### src/sv/stdrc_pkg.sv
`timescale 1ns / 1ps

package stdrc_pkg;

    localparam int ID_W         = 32;
    localparam int CNT_W        = 32;
    localparam int DEF_ID_BITS  = 32;
    localparam int MAX_RECS     = 5;
    localparam int REC_IDX_W    = $clog2(MAX_RECS);
    localparam int REC_CNT_W    = $clog2(MAX_RECS + 1);

    typedef enum logic [1:0] {
        KIND_INSERT = 2'd0,
        KIND_KEY    = 2'd1,
        KIND_PAIR   = 2'd2
    } t_kind;

    typedef struct packed {
        logic [ID_W-1:0] subject_id;
        logic [ID_W-1:0] predicate_id;
        logic [ID_W-1:0] object_id;
        logic [ID_W-1:0] time_id;
        logic            first_item;
        logic            last_item;
    } t_item;

    typedef struct packed {
        t_kind            record_kind;
        logic [ID_W-1:0]  out_subject;
        logic [ID_W-1:0]  out_predicate;
        logic [ID_W-1:0]  out_object;
        logic [ID_W-1:0]  out_time;
        logic [CNT_W-1:0] run_count;
    } t_rec;

    function automatic logic [CNT_W-1:0] sat_inc(input logic [CNT_W-1:0] c);
        sat_inc = (&c) ? c : c + CNT_W'(1);
    endfunction

endpackage

### src/sv/stdrc_item_if.sv
`timescale 1ns / 1ps

interface stdrc_item_if;
    import stdrc_pkg::*;

    logic            valid;
    logic            ready;
    logic [ID_W-1:0] subject_id;
    logic [ID_W-1:0] predicate_id;
    logic [ID_W-1:0] object_id;
    logic [ID_W-1:0] time_id;
    logic            first_item;
    logic            last_item;

    modport source (
        output valid, subject_id, predicate_id, object_id, time_id, first_item, last_item,
        input  ready
    );
    modport sink (
        input  valid, subject_id, predicate_id, object_id, time_id, first_item, last_item,
        output ready
    );
endinterface

### src/sv/stdrc_rec_if.sv
`timescale 1ns / 1ps

interface stdrc_rec_if;
    import stdrc_pkg::*;

    logic             valid;
    logic             ready;
    logic [1:0]       record_kind;
    logic [ID_W-1:0]  out_subject;
    logic [ID_W-1:0]  out_predicate;
    logic [ID_W-1:0]  out_object;
    logic [ID_W-1:0]  out_time;
    logic [CNT_W-1:0] run_count;
    logic             end_of_run;

    modport source (
        output valid, record_kind, out_subject, out_predicate, out_object, out_time,
               run_count, end_of_run,
        input  ready
    );
    modport sink (
        input  valid, record_kind, out_subject, out_predicate, out_object, out_time,
               run_count, end_of_run,
        output ready
    );
endinterface

### src/sv/stdrc_cfg_if.sv
`timescale 1ns / 1ps

interface stdrc_cfg_if;
    logic valid;
    logic ready;
    logic order_mode;

    modport source (output valid, order_mode, input ready);
    modport sink   (input valid, order_mode, output ready);
endinterface

### src/sv/sorted_triple_dedup_run_counter_top.sv
`timescale 1ns / 1ps

// Sorted quad stream duplicate drop with run-length statistics. Quads arrive on
// i_item already sorted by subject (order_mode 0) or by object (order_mode 1).
// A quad equal to the last kept one (time ignored in order_mode 1) is dropped;
// otherwise per-key and per key-predicate statistics are emitted when a run
// closes, followed by an insert record, and the item marked last flushes the
// final statistics. Each request is registered, then resolved into up to five
// records held in a small record buffer that drains one record per cycle on
// o_rec while o_rec.ready is high; the next request is resolved in the cycle
// the last pending record leaves. A plain insert yields one record, and a
// dropped duplicate yields none unless it is marked last. The first record is
// driven from the record buffer after the request passes the input register.
// IDs are kept modulo 2^ID_BITS; counts saturate at all ones.
module sorted_triple_dedup_run_counter_top #(
    parameter int ID_BITS = stdrc_pkg::DEF_ID_BITS
) (
    input  logic          i_clk,
    input  logic          i_rst_n,
    stdrc_cfg_if.sink     i_cfg,
    stdrc_item_if.sink    i_item,
    stdrc_rec_if.source   o_rec
);
    import stdrc_pkg::*;

    localparam int KB = (ID_BITS < ID_W) ? ID_BITS : ID_W;

    // config
    logic r_mode;

    // input register
    logic  r_in_valid;
    t_item r_in;

    // stream state
    logic [KB-1:0]    r_ps, r_pp, r_po, r_pt;
    logic [CNT_W-1:0] r_kc, r_pc;
    logic             r_have;

    // record buffer
    t_rec                 r_rec [MAX_RECS];
    logic [REC_IDX_W-1:0] r_idx;
    logic [REC_CNT_W-1:0] r_left;

    logic proc, buf_free, out_fire;

    logic [KB-1:0]    s, p, o, t;
    logic             start, dup, key_chg, pred_chg, ins;
    logic [KB-1:0]    n_ps, n_pp, n_po, n_pt;
    logic [CNT_W-1:0] n_kc, n_pc;
    logic             n_have;
    t_rec             cand [MAX_RECS];
    logic [MAX_RECS-1:0] cand_en;
    t_rec             n_rec [MAX_RECS];
    logic [REC_CNT_W-1:0] n_cnt;

    assign i_cfg.ready  = 1'b1;
    assign out_fire     = o_rec.valid && o_rec.ready;
    assign buf_free     = (r_left == '0) ||
                          (r_left == REC_CNT_W'(1) && o_rec.ready);
    assign proc         = r_in_valid && buf_free;
    assign i_item.ready = !r_in_valid || proc;

    assign s = r_in.subject_id[KB-1:0];
    assign p = r_in.predicate_id[KB-1:0];
    assign o = r_in.object_id[KB-1:0];
    assign t = r_in.time_id[KB-1:0];

    always_comb begin
        start    = r_in.first_item || !r_have;
        dup      = !start && s == r_ps && p == r_pp && o == r_po && (r_mode || t == r_pt);
        key_chg  = !start && !dup && (r_mode ? (o != r_po) : (s != r_ps));
        pred_chg = !start && !dup && !key_chg && p != r_pp;
        ins      = !dup;

        n_ps   = ins ? s : r_ps;
        n_pp   = ins ? p : r_pp;
        n_po   = ins ? o : r_po;
        n_pt   = ins ? t : r_pt;
        n_have = r_have || ins;

        if (start || key_chg) begin
            n_kc = CNT_W'(1);
            n_pc = CNT_W'(1);
        end else if (pred_chg) begin
            n_kc = sat_inc(r_kc);
            n_pc = CNT_W'(1);
        end else if (!dup) begin
            n_kc = sat_inc(r_kc);
            n_pc = sat_inc(r_pc);
        end else begin
            n_kc = r_kc;
            n_pc = r_pc;
        end

        // closing stats of the previous runs
        cand[0] = '{KIND_KEY, r_mode ? '0 : ID_W'(r_ps), '0,
                    r_mode ? ID_W'(r_po) : '0, '0, r_kc};
        cand[1] = '{KIND_PAIR, r_mode ? '0 : ID_W'(r_ps), ID_W'(r_pp),
                    r_mode ? ID_W'(r_po) : '0, '0, r_pc};
        cand[2] = '{KIND_INSERT, ID_W'(s), ID_W'(p), ID_W'(o), ID_W'(t), '0};
        // final flush uses the state after this quad
        cand[3] = '{KIND_KEY, r_mode ? '0 : ID_W'(n_ps), '0,
                    r_mode ? ID_W'(n_po) : '0, '0, n_kc};
        cand[4] = '{KIND_PAIR, r_mode ? '0 : ID_W'(n_ps), ID_W'(n_pp),
                    r_mode ? ID_W'(n_po) : '0, '0, n_pc};

        cand_en[0] = key_chg;
        cand_en[1] = key_chg || pred_chg;
        cand_en[2] = ins;
        cand_en[3] = r_in.last_item && n_have;
        cand_en[4] = r_in.last_item && n_have;

        for (int i = 0; i < MAX_RECS; i++) begin
            n_rec[i] = cand[i];
        end
        n_cnt = '0;
        for (int i = 0; i < MAX_RECS; i++) begin
            if (cand_en[i]) begin
                n_rec[n_cnt[REC_IDX_W-1:0]] = cand[i];
                n_cnt = n_cnt + REC_CNT_W'(1);
            end
        end
    end

    always_ff @(posedge i_clk) begin
        if (!i_rst_n) begin
            r_mode     <= 1'b0;
            r_in_valid <= 1'b0;
            r_ps       <= '0;
            r_pp       <= '0;
            r_po       <= '0;
            r_pt       <= '0;
            r_kc       <= '0;
            r_pc       <= '0;
            r_have     <= 1'b0;
            r_idx      <= '0;
            r_left     <= '0;
        end else begin
            if (i_cfg.valid) begin
                r_mode <= i_cfg.order_mode;
            end

            if (i_item.ready) begin
                r_in_valid <= i_item.valid;
            end

            if (proc) begin
                r_ps   <= n_ps;
                r_pp   <= n_pp;
                r_po   <= n_po;
                r_pt   <= n_pt;
                if (r_in.last_item) begin
                    r_have <= 1'b0;
                    r_kc   <= '0;
                    r_pc   <= '0;
                end else begin
                    r_have <= n_have;
                    r_kc   <= n_kc;
                    r_pc   <= n_pc;
                end
                r_idx  <= '0;
                r_left <= n_cnt;
            end else if (out_fire) begin
                r_idx  <= r_idx + REC_IDX_W'(1);
                r_left <= r_left - REC_CNT_W'(1);
            end
        end
    end

    // payload registers
    always_ff @(posedge i_clk) begin
        if (i_item.ready && i_item.valid) begin
            r_in.subject_id   <= i_item.subject_id;
            r_in.predicate_id <= i_item.predicate_id;
            r_in.object_id    <= i_item.object_id;
            r_in.time_id      <= i_item.time_id;
            r_in.first_item   <= i_item.first_item;
            r_in.last_item    <= i_item.last_item;
        end
        if (proc) begin
            for (int i = 0; i < MAX_RECS; i++) begin
                r_rec[i] <= n_rec[i];
            end
        end
    end

    assign o_rec.valid         = r_left != '0;
    assign o_rec.record_kind   = r_rec[r_idx].record_kind;
    assign o_rec.out_subject   = r_rec[r_idx].out_subject;
    assign o_rec.out_predicate = r_rec[r_idx].out_predicate;
    assign o_rec.out_object    = r_rec[r_idx].out_object;
    assign o_rec.out_time      = r_rec[r_idx].out_time;
    assign o_rec.run_count     = r_rec[r_idx].run_count;
    assign o_rec.end_of_run    = r_left == REC_CNT_W'(1);

endmodule
### src/flat_wrapper.sv
// flat-port wrapper written by rule: the top's interface ports become plain ports
module sorted_triple_dedup_run_counter_top_flat import stdrc_pkg::*;
#(
    parameter int ID_BITS = stdrc_pkg::DEF_ID_BITS
)
  (i_clk, i_rst_n, i_cfg_valid, i_cfg_order_mode, i_cfg_ready, i_item_valid, i_item_subject_id, i_item_predicate_id, i_item_object_id, i_item_time_id, i_item_first_item, i_item_last_item, i_item_ready, o_rec_valid, o_rec_record_kind, o_rec_out_subject, o_rec_out_predicate, o_rec_out_object, o_rec_out_time, o_rec_run_count, o_rec_end_of_run, o_rec_ready);
  stdrc_cfg_if i_cfg_i ();
  stdrc_item_if i_item_i ();
  stdrc_rec_if o_rec_i ();
  input  logic i_clk;
  input  logic i_rst_n;
  input wire logic [$bits(i_cfg_i.valid)-1:0] i_cfg_valid;
  input wire logic [$bits(i_cfg_i.order_mode)-1:0] i_cfg_order_mode;
  output wire logic [$bits(i_cfg_i.ready)-1:0] i_cfg_ready;
  input wire logic [$bits(i_item_i.valid)-1:0] i_item_valid;
  input wire logic [$bits(i_item_i.subject_id)-1:0] i_item_subject_id;
  input wire logic [$bits(i_item_i.predicate_id)-1:0] i_item_predicate_id;
  input wire logic [$bits(i_item_i.object_id)-1:0] i_item_object_id;
  input wire logic [$bits(i_item_i.time_id)-1:0] i_item_time_id;
  input wire logic [$bits(i_item_i.first_item)-1:0] i_item_first_item;
  input wire logic [$bits(i_item_i.last_item)-1:0] i_item_last_item;
  output wire logic [$bits(i_item_i.ready)-1:0] i_item_ready;
  output wire logic [$bits(o_rec_i.valid)-1:0] o_rec_valid;
  output wire logic [$bits(o_rec_i.record_kind)-1:0] o_rec_record_kind;
  output wire logic [$bits(o_rec_i.out_subject)-1:0] o_rec_out_subject;
  output wire logic [$bits(o_rec_i.out_predicate)-1:0] o_rec_out_predicate;
  output wire logic [$bits(o_rec_i.out_object)-1:0] o_rec_out_object;
  output wire logic [$bits(o_rec_i.out_time)-1:0] o_rec_out_time;
  output wire logic [$bits(o_rec_i.run_count)-1:0] o_rec_run_count;
  output wire logic [$bits(o_rec_i.end_of_run)-1:0] o_rec_end_of_run;
  input wire logic [$bits(o_rec_i.ready)-1:0] o_rec_ready;
  assign i_cfg_i.valid = i_cfg_valid;
  assign i_cfg_i.order_mode = i_cfg_order_mode;
  assign i_cfg_ready = i_cfg_i.ready;
  assign i_item_i.valid = i_item_valid;
  assign i_item_i.subject_id = i_item_subject_id;
  assign i_item_i.predicate_id = i_item_predicate_id;
  assign i_item_i.object_id = i_item_object_id;
  assign i_item_i.time_id = i_item_time_id;
  assign i_item_i.first_item = i_item_first_item;
  assign i_item_i.last_item = i_item_last_item;
  assign i_item_ready = i_item_i.ready;
  assign o_rec_valid = o_rec_i.valid;
  assign o_rec_record_kind = o_rec_i.record_kind;
  assign o_rec_out_subject = o_rec_i.out_subject;
  assign o_rec_out_predicate = o_rec_i.out_predicate;
  assign o_rec_out_object = o_rec_i.out_object;
  assign o_rec_out_time = o_rec_i.out_time;
  assign o_rec_run_count = o_rec_i.run_count;
  assign o_rec_end_of_run = o_rec_i.end_of_run;
  assign o_rec_i.ready = o_rec_ready;
  sorted_triple_dedup_run_counter_top #(.ID_BITS(ID_BITS)) u_core (.i_clk(i_clk), .i_rst_n(i_rst_n), .i_cfg(i_cfg_i), .i_item(i_item_i), .o_rec(o_rec_i));
endmodule
### config.mk
export PLATFORM = sky130hd
export DESIGN_NAME = sorted_triple_dedup_run_counter_top_flat
export DESIGN_NICKNAME = d
export VERILOG_FILES = /design/src/sv/stdrc_pkg.sv /design/src/sv/stdrc_item_if.sv /design/src/sv/stdrc_rec_if.sv /design/src/sv/stdrc_cfg_if.sv /design/src/sv/sorted_triple_dedup_run_counter_top.sv /design/src/flat_wrapper.sv
export SDC_FILE = /design/constraint.sdc
export NUM_CORES = 2
export LEC_CHECK = 0
export BUFFER_PORTS_ARGS = -buffer_cell sky130_fd_sc_hd__buf_4
export CAP_MARGIN = 20
export CORE_ASPECT_RATIO = 2
export CORE_UTILIZATION = 55
export CTS_CLUSTER_SIZE = 20
export DETAILED_ROUTE_END_ITERATION = 16
export PLACE_DENSITY = 0.76
export REMOVE_ABC_BUFFERS = 1
export SYNTH_ARGS = -nofsm -noshare
export SYNTH_HDL_FRONTEND = slang
export SYNTH_SLANG_ARGS = --single-unit
### constraint.sdc
create_clock -name i_clk -period 20.6 [get_ports i_clk]
set_input_delay 4.12 -clock i_clk [delete_from_list [all_inputs] [get_ports i_clk]]
set_output_delay 4.12 -clock i_clk [all_outputs]
set_load 0.005 [all_outputs]
==> impl_metrics.yaml <==
pwr:
  p_total_w: 0.006599
  power.share.clock: 0.292
  power-per-cell-area_nw_per_um2: 113.5
  swShare: 0.2863
  p_comb_frac: 0.235
  ir_worst_vdd_mv: 0.1269
  sequentialPowerShare: 0.474
  leakage_nw: 20.02
  power.internal_w: 0.004710
  switchingPower_w: 0.001889
grt:
  antenna_found_initial: 1
  grt_pass1_vias: 33950
  grt_max_degree: 118
  grt_pass1_wl_um: 203500
  grt.total_usage: 0.2860
  grt_overflow: 0
clock_network:
  cts_resized: 0
  post_cts_buffers: 0
  cts_tree: "built"
  htreeDepth: 3
  cts-root-buf: "clkbuf_16"
  hold_buffers: 0
  worstSkewPairLatency_ps: 730
  cts_inserted_buffers: 95
  cts.clk_slew.worst_paths_ps: 60
  cts_max_path_buffers: 3
  clkSinkCount: 1112
worst_setup_path:
  critPathMostFrequentCell: "buf_4"
  worstPathArrival_ps: 4700
  path_class: "in -> out"
  crit_chain: "buf_4 -> a21oi_1 -> nand2_1 -> buf_4"
  cp.required_ps: 16480
  start_kind: "primary input"
  slowest_delay_ps: 200
  cp_max_fo: 3
  cpLargestDelayFamily: "buffers and inverters"
  cp-end-kind: "output port"
  crit_slowest_cell: "a21oi_1"
  path_buf_inv: 2
yosys:
  synth_most_common_cell: "edfxtp_1"
  synthCells: 4031
  synth_ff_type: "edfxtp_1"
  ys_ff_latch: 1112
  yosysTopAreaCell: "edfxtp_1"
  netlist_top_cells_area: "edfxtp_1 52%, dfxtp_1 7.9%, mux4_2 7.0%"
  synthArstFlopShare: 0
  synth_top_area_frac: 0.5245
  synth_edf_count: 908
  syn_area_sq_um: 51980
  ys_types: 83
  yosysSeqAreaShare: 0.6031
  synth_warnings: 0
  synth_common_cells: "908 x edfxtp_1, 444 x nand2_1, 262 x clkbuf_1"
  syn_avg_cell_area_sq_um: 12.90
drt:
  drcViolationCount: 0
  vias_per_cell: 6.327
  antenna_left: 0
  drt-initial-drc-count: 3761
  routedWlPerCell_um: 25.35
  via_count: 34310
  dr.pass1.iters: 9
  wl_um: 137500
sta:
  holdWs_ps: 476.3
  finalCritPeriodShare: 0.4279
  fmax_mhz: 113.4
  tightest_slew_ps: 1112
  skew_ps: 30.46
  setup_viol: 0
  hold_violations: 0
  slew_headroom: 0.2566
  setup_slack_ps: 11780
  fin_crit_ps: 8815
  rsz0062_at_grt: "no"
  drv_slew: 0
placement:
  io_buffers: 300
  placed_area_sq_um: 54710
  pre_cts_ws_ps: 11790
  gp_congestion: 0.9971
  dp_hpwl_um: 81150
layout:
  areaGrowthSynthToFinish_pct: 11.82
  fin_area_sq_um: 58120
  n_fill_cell: 7102
  nNetsFinal: 4277
  drive_gt1_frac: 0.2088
floorplanning:
  core_area_sq_um: 93700
  die_area_sq_um: 95820
  die_h_um: 436.8
  fp-row-count: 159
  die_width_um: 219.4
  ios: 302
  start_util: 0.5548
outcome:
  status: "complete, no violations"
hold_path:
  worstHoldPathType: "reg -> reg"
job:
  cap_violations: 0
## kinds of logic (layout without fill, tap and decap cells)
logic type / Yosys count / in the layout / share of synthesized area
buf+inv: 442 / 593 / 0.03724
fa+ha+maj: 8 / 8 / 0.001926
flops: 1112 / 1112 / 0.6031
simple gates: 1184 / 1184 / 0.1210
mux: 304 / 304 / 0.1007
compound gates: 812 / 812 / 0.1078
other cells: 2 / 36 / 0.0001445
xor+xnor: 167 / 167 / 0.02814
## cells in the final DEF (no fill, tap or decap), drive strengths merged, types with 9 or more instances in the layout
cell / n
edfxtp: 908
nand2: 445
buf: 367
and2: 240
o21ai: 205
dfxtp: 204
mux4: 162
xor2: 154
clkbuf: 136
nor2b: 135
a21boi: 132
mux2: 130
a22o: 102
a22oi: 97
nor2: 94
and3: 61
o22ai: 60
a21oi: 59
inv: 52
nor4: 49
nand3: 41
conb: 35
nand4: 31
a31oi: 30
nor3: 27
o31ai: 24
or3: 20
clkinv: 17
and4: 15
a221oi: 15
a21o: 14
xnor2: 13
o211ai: 12
bufinv: 12
mux2i: 12
or4: 11
o21a: 10
clkinvlp: 9
a211oi: 9
## flip-flops by register name, summed over array words and instances, names as in the netlist, 32 cells and up, named ones only
signal        flops
u_core.r_pp      32
u_core.t         32
u_core.r_kc      32
u_core.r_po      32
u_core.p         32
u_core.r_rec    778
u_core.o         32
u_core.r_pc      32
u_core.r_ps      32
u_core.r_pt      32
u_core.s         32
## power groups by stage
stage	sequential (W)	combinational [W]	clock [W]
after floorplan	0.00346	0.000969	0
after global placement	0.00315	0.00152	0
after detailed placement	0.00318	0.00155	0
after CTS	0.00313	0.00156	0.00195
after global routing	0.00316	0.00166	0.00203
final	0.00313	0.00155	0.00192
## final timing paths
check	slack [ps]	startpoint	end	cells past startpoint
setup reg to reg	13200	u_core.p[14]$_DFFE_PP_	u_core.r_rec[0][82]$_DFFE_PP_	14
hold reg to reg	480	u_core.r_pt[28]$_SDFFE_PN0P_	u_core.r_pt[28]$_SDFFE_PN0P_	2
setup / recovery	11780	o_rec_ready	i_item_ready	4
hold / removal	480	u_core.r_pt[28]$_SDFFE_PN0P_	u_core.r_pt[28]$_SDFFE_PN0P_	2
## worst min-delay path: stages (launching register included)
cell and delay (ps):
dfxtp_1 320, nand2_1 50, a21boi_0 60
## area by class of cell
type                    count  area (sq um)  share of cell area
clock buffers             136          2753             0.04736
multi-input cells        2510         18900              0.3252
diodes                      1         2.502          0.00004305
repair buffers            367          2820             0.04852
well taps                1207          1510             0.02598
inverters                  47         188.9            0.003251
clock inverters            43         584.3             0.01005
flip-flops and latches   1112         31370              0.5396
## stage by stage
step / util / std cells / setup TNS [ps]
2_1_floorplan: - / 3669 / -1491450
3_3_place_gp: 0.5839 / 5240 / 0
3_5_place_dp: 0.5839 / 5240 / 0
4_1_cts: 0.6195 / 5419 / 0
5_1_grt: 0.6203 / 5422 / 0
6_report: 0.6203 / 5423 / 0
## metal layers
| layer | wire, um | GRT usage | part of all wire | vias up |
|---|---|---|---|---|
| met5 | 13 | 0 | 0.000095 | - |
| met4 | 6720 | 0.1447 | 0.049 | 2 |
| met3 | 11100 | 0.04836 | 0.081 | 399 |
| met2 | 70080 | 0.4928 | 0.51 | 1745 |
| met1 | 49540 | 0.3415 | 0.36 | 17000 |
| li1 | - | - | - | 15160 |
No activity file was read; power rests on OpenSTA's default activity.
